### src/frbp_pkg.sv
// Shared types, codes and the backoff function for the failure recovery
// backoff policy block. Used by every module in src; depends on nothing.
`default_nettype none

package frbp_pkg;

	// Depth of the queue between the front and back parts.
	localparam int QDEPTH  = 2;
	localparam int QADDR_W = (QDEPTH > 1) ? $clog2(QDEPTH) : 1;
	localparam int QCNT_W  = $clog2(QDEPTH + 1);

	// Request types.
	localparam logic [1:0] REQ_FRAME   = 2'd0;
	localparam logic [1:0] REQ_FAILURE = 2'd1;
	localparam logic [1:0] REQ_RESULT  = 2'd2;

	// Failure kinds.
	localparam logic [3:0] KIND_NONE         = 4'd0;
	localparam logic [3:0] KIND_DRAWABLE     = 4'd1;
	localparam logic [3:0] KIND_BACKPRESSURE = 4'd2;
	localparam logic [3:0] KIND_RECREATE_LO  = 4'd3;
	localparam logic [3:0] KIND_RECREATE_HI  = 4'd6;

	// Configuration register indexes.
	localparam logic [1:0] CFG_BASE      = 2'd0;
	localparam logic [1:0] CFG_MAX       = 2'd1;
	localparam logic [1:0] CFG_LIMIT     = 2'd2;
	localparam logic [1:0] CFG_MAX_RECR  = 2'd3;

	localparam logic [15:0] TF_TOP = 16'hFFFF;

	typedef enum logic [2:0] {
		ACT_CONTINUE  = 3'd0,
		ACT_RETRY     = 3'd1,
		ACT_SUSPEND   = 3'd2,
		ACT_RECREATE  = 3'd3,
		ACT_TERMINATE = 3'd4
	} act_t;

	// Event classes produced by the front part.
	typedef enum logic [2:0] {
		EV_FRAME,
		EV_TRANSIENT,
		EV_SUSPEND,
		EV_RECREATE,
		EV_TERMINATE,
		EV_RESULT_OK,
		EV_RESULT_FAIL
	} ev_t;

	typedef struct packed {
		logic [15:0] base_backoff_ms;
		logic [15:0] max_backoff_ms;
		logic [15:0] transient_retry_limit;
		logic [7:0]  max_recreation_attempts;
	} cfg_t;

	// Push side of the queue as seen by the front part.
	typedef struct packed {
		logic push;
		ev_t  ev;
	} q_push_t;

	// min(max(base, max), base << (count - 1)), zero when count or base is zero.
	function automatic logic [15:0] backoff_calc(input logic [15:0] count, input cfg_t cfg);
		logic [15:0] ceiling;
		logic [15:0] shift;
		logic [30:0] shifted;
		logic [15:0] result;
		ceiling = (cfg.max_backoff_ms > cfg.base_backoff_ms) ? cfg.max_backoff_ms
		                                                     : cfg.base_backoff_ms;
		shift   = count - 16'd1;
		shifted = {15'd0, cfg.base_backoff_ms} << shift[3:0];
		if (count == 16'd0 || cfg.base_backoff_ms == 16'd0) begin
			result = 16'd0;
		end else if (shift >= 16'd16) begin
			result = ceiling;
		end else if (shifted < {15'd0, ceiling}) begin
			result = shifted[15:0];
		end else begin
			result = ceiling;
		end
		return result;
	endfunction

endpackage

`default_nettype wire

### src/frbp_front.sv
// Front part: takes requests and sorts them into event classes for the queue.
// Depends on frbp_pkg.
`default_nettype none

module frbp_front
	import frbp_pkg::*;
(
	input  wire logic       in_valid,
	output logic            in_stall,
	input  wire logic [1:0] req_type,
	input  wire logic [3:0] failure_kind,
	input  wire logic       surface_visible,
	input  wire logic       recreate_ok,
	input  wire logic       q_full,
	output q_push_t         q_push
);

	ev_t ev;

	always_comb begin
		ev = EV_TERMINATE;
		unique case (req_type)
			REQ_FRAME: ev = EV_FRAME;
			REQ_FAILURE: begin
				unique case (failure_kind) inside
					KIND_DRAWABLE, KIND_BACKPRESSURE:
						ev = surface_visible ? EV_TRANSIENT : EV_SUSPEND;
					[KIND_RECREATE_LO:KIND_RECREATE_HI]: ev = EV_RECREATE;
					default: ev = EV_TERMINATE;
				endcase
			end
			REQ_RESULT: ev = recreate_ok ? EV_RESULT_OK : EV_RESULT_FAIL;
			default: ev = EV_TERMINATE;
		endcase
	end

	assign in_stall   = q_full;
	assign q_push.push = in_valid && !q_full;
	assign q_push.ev   = ev;

endmodule

`default_nettype wire

### src/frbp_queue.sv
// Short event queue between the front and back parts.
// Depends on frbp_pkg.
`default_nettype none

module frbp_queue
	import frbp_pkg::*;
(
	input  wire logic clk,
	input  wire logic arst_n,
	input  q_push_t   q_push,
	output logic      q_full,
	input  wire logic pop,
	output logic      q_valid,
	output ev_t       q_ev
);

	ev_t               mem_q [QDEPTH];
	logic [QADDR_W-1:0] wr_ptr_q;
	logic [QADDR_W-1:0] rd_ptr_q;
	logic [QCNT_W-1:0]  count_q;
	logic               do_push;
	logic               do_pop;

	assign q_full  = (count_q == QCNT_W'(QDEPTH));
	assign q_valid = (count_q != '0);
	assign q_ev    = mem_q[rd_ptr_q];
	assign do_push = q_push.push && !q_full;
	assign do_pop  = pop && q_valid;

	always_ff @(posedge clk) begin
		if (do_push) begin
			mem_q[wr_ptr_q] <= q_push.ev;
		end
	end

	always_ff @(posedge clk or negedge arst_n) begin
		if (!arst_n) begin
			wr_ptr_q <= '0;
			rd_ptr_q <= '0;
			count_q  <= '0;
		end else begin
			if (do_push) begin
				wr_ptr_q <= (wr_ptr_q == QADDR_W'(QDEPTH - 1)) ? '0 : wr_ptr_q + 1'b1;
			end
			if (do_pop) begin
				rd_ptr_q <= (rd_ptr_q == QADDR_W'(QDEPTH - 1)) ? '0 : rd_ptr_q + 1'b1;
			end
			if (do_push && !do_pop) begin
				count_q <= count_q + 1'b1;
			end else if (do_pop && !do_push) begin
				count_q <= count_q - 1'b1;
			end
		end
	end

`ifndef SYNTHESIS
	a_count_bound: assert property (@(posedge clk) disable iff (!arst_n)
		count_q <= QCNT_W'(QDEPTH))
		else $error("queue count above depth");
	a_pop_nonempty: assert property (@(posedge clk) disable iff (!arst_n)
		pop |-> q_valid)
		else $error("pop from empty queue");
`endif

endmodule

`default_nettype wire

### src/frbp_back.sv
// Back part: keeps the failure counters, decides the action and backoff and
// holds the result register. Depends on frbp_pkg.
`default_nettype none

module frbp_back
	import frbp_pkg::*;
(
	input  wire logic  clk,
	input  wire logic  arst_n,
	input  cfg_t       cfg,
	input  wire logic  q_valid,
	input  ev_t        q_ev,
	output logic       pop,
	output logic       out_valid,
	input  wire logic  out_stall,
	output logic [2:0] action,
	output logic [15:0] backoff_ms,
	output logic [15:0] transient_count,
	output logic [7:0]  recreation_count
);

	logic [15:0] tf_q;
	logic [7:0]  ra_q;
	logic        pend_q;
	logic        out_valid_q;
	act_t        action_q;
	logic [15:0] backoff_q;

	logic [15:0] tf_d;
	logic [7:0]  ra_d;
	logic        pend_d;
	act_t        act_d;
	logic [15:0] bo_cnt;
	logic        use_bo;
	logic        decide;
	logic [15:0] tf_inc;
	logic [7:0]  ra_inc;
	logic [15:0] bo_d;

	assign pop    = q_valid && (!out_valid_q || !out_stall);
	assign tf_inc = tf_q + 16'd1;
	assign ra_inc = ra_q + 8'd1;

	always_comb begin
		tf_d   = tf_q;
		ra_d   = ra_q;
		pend_d = pend_q;
		act_d  = ACT_TERMINATE;
		bo_cnt = '0;
		use_bo = 1'b0;
		decide = 1'b0;
		unique case (q_ev)
			EV_FRAME: begin
				tf_d   = '0;
				ra_d   = '0;
				pend_d = 1'b0;
				act_d  = ACT_CONTINUE;
			end
			EV_SUSPEND: act_d = ACT_SUSPEND;
			EV_TRANSIENT: begin
				if (tf_q == TF_TOP) begin
					decide = 1'b1;
				end else begin
					tf_d = tf_inc;
					if (tf_inc <= cfg.transient_retry_limit) begin
						act_d  = ACT_RETRY;
						bo_cnt = tf_inc;
						use_bo = 1'b1;
					end else begin
						decide = 1'b1;
					end
				end
			end
			EV_RECREATE: decide = 1'b1;
			EV_RESULT_OK: begin
				pend_d = 1'b0;
				act_d  = ACT_CONTINUE;
			end
			EV_RESULT_FAIL: begin
				if (pend_q) begin
					if (ra_q >= cfg.max_recreation_attempts) begin
						pend_d = 1'b0;
					end else begin
						ra_d   = ra_inc;
						pend_d = 1'b1;
						act_d  = ACT_RECREATE;
						bo_cnt = {8'd0, ra_inc};
						use_bo = 1'b1;
					end
				end
			end
			default: act_d = ACT_TERMINATE;
		endcase

		// Escalation to recreation or termination, shared by transient overflow and recreation kinds.
		if (decide) begin
			if (cfg.max_recreation_attempts == 8'd0 || ra_q >= cfg.max_recreation_attempts) begin
				pend_d = 1'b0;
				act_d  = ACT_TERMINATE;
			end else begin
				ra_d   = ra_inc;
				pend_d = 1'b1;
				tf_d   = '0;
				act_d  = ACT_RECREATE;
				bo_cnt = {8'd0, ra_inc};
				use_bo = 1'b1;
			end
		end

		bo_d = use_bo ? backoff_calc(bo_cnt, cfg) : 16'd0;
	end

	always_ff @(posedge clk or negedge arst_n) begin
		if (!arst_n) begin
			tf_q        <= '0;
			ra_q        <= '0;
			pend_q      <= 1'b0;
			out_valid_q <= 1'b0;
		end else begin
			if (pop) begin
				tf_q   <= tf_d;
				ra_q   <= ra_d;
				pend_q <= pend_d;
			end
			if (pop) begin
				out_valid_q <= 1'b1;
			end else if (!out_stall) begin
				out_valid_q <= 1'b0;
			end
		end
	end

	always_ff @(posedge clk) begin
		if (pop) begin
			action_q  <= act_d;
			backoff_q <= bo_d;
		end
	end

	assign out_valid        = out_valid_q;
	assign action           = action_q;
	assign backoff_ms       = backoff_q;
	assign transient_count  = tf_q;
	assign recreation_count = ra_q;

`ifndef SYNTHESIS
	a_recreate_pending: assert property (@(posedge clk) disable iff (!arst_n)
		(out_valid_q && action_q == ACT_RECREATE) |-> pend_q)
		else $error("recreate result without pending recreation");
	a_retry_count: assert property (@(posedge clk) disable iff (!arst_n)
		(out_valid_q && action_q == ACT_RETRY) |-> (tf_q != 16'd0))
		else $error("retry result with zero transient count");
	a_backoff_zero: assert property (@(posedge clk) disable iff (!arst_n)
		(out_valid_q && action_q != ACT_RETRY && action_q != ACT_RECREATE)
			|-> (backoff_q == 16'd0))
		else $error("backoff on an action that carries none");
`endif

endmodule

`default_nettype wire

### src/failure_recovery_backoff_policy.sv
// Top level of the failure recovery backoff policy: configuration registers,
// front classifier, event queue and back decision unit. Depends on frbp_pkg,
// frbp_front, frbp_queue and frbp_back.
//
// Usage: the input channel (in_valid, in_stall) carries one event request per
// transfer: a presented frame, a failure report with surface visibility, or a
// recreation result. The output channel (out_valid, out_stall) returns exactly
// one response per event: the action, the backoff delay in milliseconds and the
// two counters as they stand after the event.
// A request is classified and queued when accepted, taken by the back part
// when its output register is free or taken, and is then shown on the output.
// Throughput is one request per cycle unless the receiver stalls; the back
// part applies one event per cycle, updating the counters in a single step.
// The queue between the parts holds two events, so the input keeps flowing
// until the queue is full while the receiver stalls; after that in_stall rises
// and stays high until the output register is taken.
// Reset (arst_n low) clears the counters, the pending flag, the queue and all
// configuration registers. Configuration is written through cfg_we, cfg_index
// and cfg_wdata while no request is in flight.
`default_nettype none

module failure_recovery_backoff_policy
	import frbp_pkg::*;
(
	input  wire logic        clk,
	input  wire logic        arst_n,
	input  wire logic        cfg_we,
	input  wire logic [1:0]  cfg_index,
	input  wire logic [15:0] cfg_wdata,
	input  wire logic        in_valid,
	output logic             in_stall,
	input  wire logic [1:0]  req_type,
	input  wire logic [3:0]  failure_kind,
	input  wire logic        surface_visible,
	input  wire logic        recreate_ok,
	output logic             out_valid,
	input  wire logic        out_stall,
	output logic [2:0]       action,
	output logic [15:0]      backoff_ms,
	output logic [15:0]      transient_count,
	output logic [7:0]       recreation_count
);

	cfg_t    cfg_q;
	q_push_t q_push;
	logic    q_full;
	logic    q_valid;
	ev_t     q_ev;
	logic    pop;

	// Configuration registers; each index writes one field of the struct.
	always_ff @(posedge clk or negedge arst_n) begin
		if (!arst_n) begin
			cfg_q <= '0;
		end else if (cfg_we) begin
			unique case (cfg_index)
				CFG_BASE:     cfg_q.base_backoff_ms         <= cfg_wdata;
				CFG_MAX:      cfg_q.max_backoff_ms          <= cfg_wdata;
				CFG_LIMIT:    cfg_q.transient_retry_limit   <= cfg_wdata;
				CFG_MAX_RECR: cfg_q.max_recreation_attempts <= cfg_wdata[7:0];
				default: ;
			endcase
		end
	end

	frbp_front u_front (
		.in_valid        (in_valid),
		.in_stall        (in_stall),
		.req_type        (req_type),
		.failure_kind    (failure_kind),
		.surface_visible (surface_visible),
		.recreate_ok     (recreate_ok),
		.q_full          (q_full),
		.q_push          (q_push)
	);

	frbp_queue u_queue (
		.clk     (clk),
		.arst_n  (arst_n),
		.q_push  (q_push),
		.q_full  (q_full),
		.pop     (pop),
		.q_valid (q_valid),
		.q_ev    (q_ev)
	);

	frbp_back u_back (
		.clk              (clk),
		.arst_n           (arst_n),
		.cfg              (cfg_q),
		.q_valid          (q_valid),
		.q_ev             (q_ev),
		.pop              (pop),
		.out_valid        (out_valid),
		.out_stall        (out_stall),
		.action           (action),
		.backoff_ms       (backoff_ms),
		.transient_count  (transient_count),
		.recreation_count (recreation_count)
	);

endmodule

`default_nettype wire

### config.mk
export PLATFORM = sky130hd
export DESIGN_NAME = failure_recovery_backoff_policy
export DESIGN_NICKNAME = d
export VERILOG_FILES = /design/src/frbp_pkg.sv /design/src/frbp_front.sv /design/src/frbp_queue.sv /design/src/frbp_back.sv /design/src/failure_recovery_backoff_policy.sv
export SDC_FILE = /design/constraint.sdc
export NUM_CORES = 1
export LEC_CHECK = 0
export BUFFER_PORTS_ARGS = -buffer_cell sky130_fd_sc_hd__buf_2
export CAP_MARGIN = 20
export CORE_AREA = 2 2 134 136
export DETAILED_ROUTE_END_ITERATION = 7
export DIE_AREA = 0 0 136 138
export RECOVER_POWER = 50
export SLEW_MARGIN = 10
export SYNTH_ARGS = -nofsm -noshare
export SYNTH_HDL_FRONTEND = slang
export SYNTH_SLANG_ARGS = --single-unit
export TNS_END_PERCENT = 1
### constraint.sdc
create_clock -name clk -period 16.7 [get_ports clk]
set_input_delay 0 -clock clk [delete_from_list [all_inputs] [get_ports clk]]
set_output_delay 0 -clock clk [all_outputs]
set_load 0.005 [all_outputs]
==> summary by stage <==
Layout
Cells fill a little over half of the core in the end. In the final layout, the share of cells above drive strength 1 is around 17%. Relative to the synthesized area, the layout overhead comes to 14.08%. The number of antenna diodes in the final layout is 0. After filler insertion, the fill cell instance count of the layout stands at 1689. The number of nets at the end of the flow is 1021.

Timing
In the finished design, the share of the clock period the worst path needs comes to 53.80%. The final-layout setup total negative slack is 0 ns. The number of hold violations in the final report was 0. The clock period could shrink to 8.984 ns. Setup violations remaining at the end of the flow were counted as 0. Between clock sinks in the finished design, the worst skew comes to about 0.015 ns. The transition time at the pin with the least slew margin is approximately 2.2 ns. The max-slew violation count is 37.

Derived from the worst setup path, the maximum achievable clock frequency is roughly 0.11 GHz. Headroom to the max-slew limit came out at -45.28%. Setup repair after global routing left no endpoint under its margin.

Pwr
The switching power summed over all nets is between 0.0006 and 0.0007 W. The share of total power in the clock network is about 17%. The part of the power in combinational logic is 54.5%. VDD sags by at most approximately 0.000089 V.

The internal portion of the total power is between 0.0007 and 0.0008 W. For this design the static power due to leakage is between 4 and 5 nW. The proportion of power drawn by flip-flops and latches is around 29%. Power spread over the standard cell area amounts to around 150 nW/µm². The switching share of power is between 40% and 50%.

Floorplan
During I/O placement, the number of pins put on the boundary was 76. From left edge to right edge, the die measures around 140 µm. After floorplanning, the core was divided into between 40 and 50 placement rows.

The area of the die is about 19000 µm². The die is 138 µm tall. Once the floorplan was initialized, standard cells occupied between 40% and 50% of the core. The area of the core is 17530 µm².

Placement
In this run the tool buffered the top-level ports with between 70 and 80 buffer cells. Summed over all nets, the half-perimeter wirelength after detailed placement is roughly 15000 µm. The weighted congestion at the end of routability-driven global placement is 0.9106.

Worst setup path
The critical-path cell with the highest stage delay is o21ai_1. The type of origin of the critical path is a flop. The arrival time at the worst endpoint is about 9.1 ns. The critical path in this run is classified as reg2reg. The origin of the critical flop-to-flop path is u_back.transient_count[0]. The count of cells along the worst register-to-register path is 28.

Of all nets on the critical path, the largest fanout is 19. For the worst setup path, the data required time is roughly 17 ns. The cell that appears most often on the critical path is ha_1. The critical path capture point type is a flop. The critical register-to-register path endpoint is u_back.backoff_ms[6]. The largest stage delay on the critical path is approximately 0.8 ns. Setup slack on the worst reg-to-reg path comes out at just under 8 ns.

Synth
The total of warnings raised by yosys is 0. The synthesized design spends more area on one cell type than any other, namely dfrtp_1. After synthesis, the mean cell area works out to between 9 and 10 µm². Yosys attributes the largest share of cell area to dfrtp_1 27%, edfxtp_1 9.4%, ha_1 9.4%.

After synthesis, the netlist uses 74 different library cells. The post-synthesis instance area is 8023 µm². Sorting the synthesized cells by how often they occur yields 86 x dfrtp_1, 80 x nand2_1, 60 x ha_1, 60 x o21ai_0, 56 x inv_1. Sequential cells were found to cover 36.18% of the synthesized design area. In this run, synthesis produced a sequential element count of ~110.

Among all flip-flop cells after synthesis, the most frequent one is dfrtp_1. In the post-synthesis netlist, the cell with the most instances is dfrtp_1. The area share of the largest cell type after synthesis is a little over a quarter. Synthesis produced ~840 cells.

The number of nets in the synthesized netlist is roughly 940. The async set-or-reset flop fraction in the synthesized netlist is between 70% and 80%. The synthesized design contains 25 enable-type register cells.

Global route
Global routing used a little over a fifth of the available tracks across all layers. The maximum number of pins on one net before global-route repair is 52. The via count of the first global-routing pass came to 6316. The initial antenna violation count is 0. Summed over all layers, the global routing overflow is 0. The first global-routing pass estimated ~33000 µm of wire.

Clock network
The level count of the clock H-tree is 3. Clock-pin slew was measured on the worst setup and hold paths at roughly 0.080 ns. The clock passes through at most 2 buffers. Counting every sink on the clock net gives roughly 110. TritonCTS built the clock tree. The total CTS buffers is 9. The clock reaches the later pin of the worst-skew pair after approximately 0.37 ns. The cell chosen for the clock root is clkbuf_16.

Worst hold path
Counting instances, the worst hold path has a depth of 2. The path type of the worst min-delay path is in2reg. The worst hold path begins at req_type[0]. The destination of the worst hold path is u_queue.mem_q[1][1].

Drt
The number of nets still failing antenna checks after routing is 0. The post-detailed-route wirelength per cell is roughly 17 µm. The mean number of vias per cell is between 5 and 6. The routed wire length is 19990 µm. In this run, the number of DRC markers left after iteration 0 of detailed routing was 404. Across all layers, the routed design uses ~6600 vias. The DRC violation count after routing is 0. The first detailed-routing pass ran for 5 iterations.

Run status
The final reports fail on max-capacitance violations, max-slew violations. The run finished, with violations left.

Job
The max-cap check violation count is 1.
## layout make-up
type | instances | area (µm²) | area share [%]
Clock inverter | 7 | 100.1 | 1.094
Tap cell | 229 | 286.5 | 3.131
Timing Repair Buffer | 107 | 661.9 | 7.232
Multi-Input combinational cell | 644 | 4762 | 52.03
Clock buffer | 9 | 225.2 | 2.461
Sequential cell | 111 | 2903 | 31.72
Inverter | 57 | 214.0 | 2.338
## state kept, by name, indices dropped and copies added (netlist names)
| register | cells |
|---|---|
| cfg_q | 56 |
| u_back.action | 3 |
| u_back.backoff_ms | 16 |
| u_back.out_valid | 1 |
| u_back.pend_q | 1 |
| u_back.recreation_count | 8 |
| u_back.transient_count | 16 |
| u_queue.count_q | 2 |
| u_queue.mem_q | 6 |
| u_queue.rd_ptr_q | 1 |
| u_queue.wr_ptr_q | 1 |
## logic make-up (layout without fill, tap and decap cells)
| kind of cell | count (synthesis) | count (layout) | synth area share [%] |
|---|---|---|---|
| simple gates | 271 | 271 | 16.89 |
| buf+inv | 89 | 180 | 4.554 |
| compound gates | 171 | 171 | 13.69 |
| mux | 114 | 114 | 15.94 |
| xor+xnor | 28 | 28 | 3.384 |
| fa+ha+maj | 60 | 60 | 9.357 |
| flops | 111 | 111 | 36.18 |
## power groups by stage
stage / registers [W] / clock network (W) / logic [W]
6_report: 0.000404 / 0.000237 / 0.000768
5_1_grt: 0.000414 / 0.000250 / 0.000853
4_1_cts: 0.000404 / 0.000243 / 0.000758
3_5_place_dp: 0.000409 / 0 / 0.000750
3_3_place_gp: 0.000410 / 0 / 0.000756
2_1_floorplan: 0.000391 / 0 / 0.000581
## routing by layer
metal	vias to the layer above	routed length, µm	global-route usage, %
met3	27	744	3.630
li1	3247	-	-
met5	-	0	0
met4	0	306	5.208
met2	149	9836	36.60
met1	3188	9105	29.63
## worst max-delay path by stage
stage | start | end | cells past startpoint
3_5_place_dp | u_back.transient_count[0] | u_back.backoff_ms[2] | 29
2_1_floorplan | u_back.transient_count[0] | u_back.backoff_ms[12] | 33
4_1_cts | u_back.transient_count[0] | u_back.backoff_ms[7] | 28
5_1_grt | u_back.transient_count[0] | u_back.backoff_ms[4] | 29
3_3_place_gp | u_back.transient_count[0] | u_back.backoff_ms[0] | 28
6_report | u_back.transient_count[0] | u_back.backoff_ms[6] | 28
## per-stage QoR
stage	std cells	hold slack, ns	area [µm²]	total power (W)	setup slack [ns]
3_3_place_gp	1124	0.008316	8603	0.001166	8.095
5_1_grt	1164	0.04477	9153	0.001517	6.932
4_1_cts	1162	0.01171	9149	0.001406	7.811
2_1_floorplan	844	-0.2956	8023	0.0009725	8.743
6_report	1164	0.01623	9153	0.001409	7.716
3_5_place_dp	1124	0.01056	8603	0.001159	7.856
## timing repair
item                                   4_1_cts  5_1_grt
resized for setup                            0        0
setup buffers                                0        0
endpoints found under the hold margin       99        0
hold buffers                                22        0
## cell usage in the layout, fill, tap and decap left out, types with 22 or more instances in the layout
cell type	count
dfrtp_1	86
nor2_1	54
nand3_1	24
inv_1	56
nand2_1	80
nor3_1	24
dlygate4sd3_1	22
a21oi_1	44
edfxtp_1	25
buf_2	55
mux2i_1	54
mux2_2	47
o21ai_0	60
ha_1	60
## critical path: cells and delay by family, from the launching register on
| kind | cells | cell delay, ns |
|---|---|---|
| fa+ha+maj | 3 | 0.99 |
| compound gates | 9 | 2.80 |
| mux | 2 | 0.58 |
| simple gates | 11 | 3.09 |
| xor+xnor | 1 | 0.12 |
| buf+inv | 2 | 0.65 |
| flops | 1 | 0.51 |
Power figures use the tool's default switching activity.
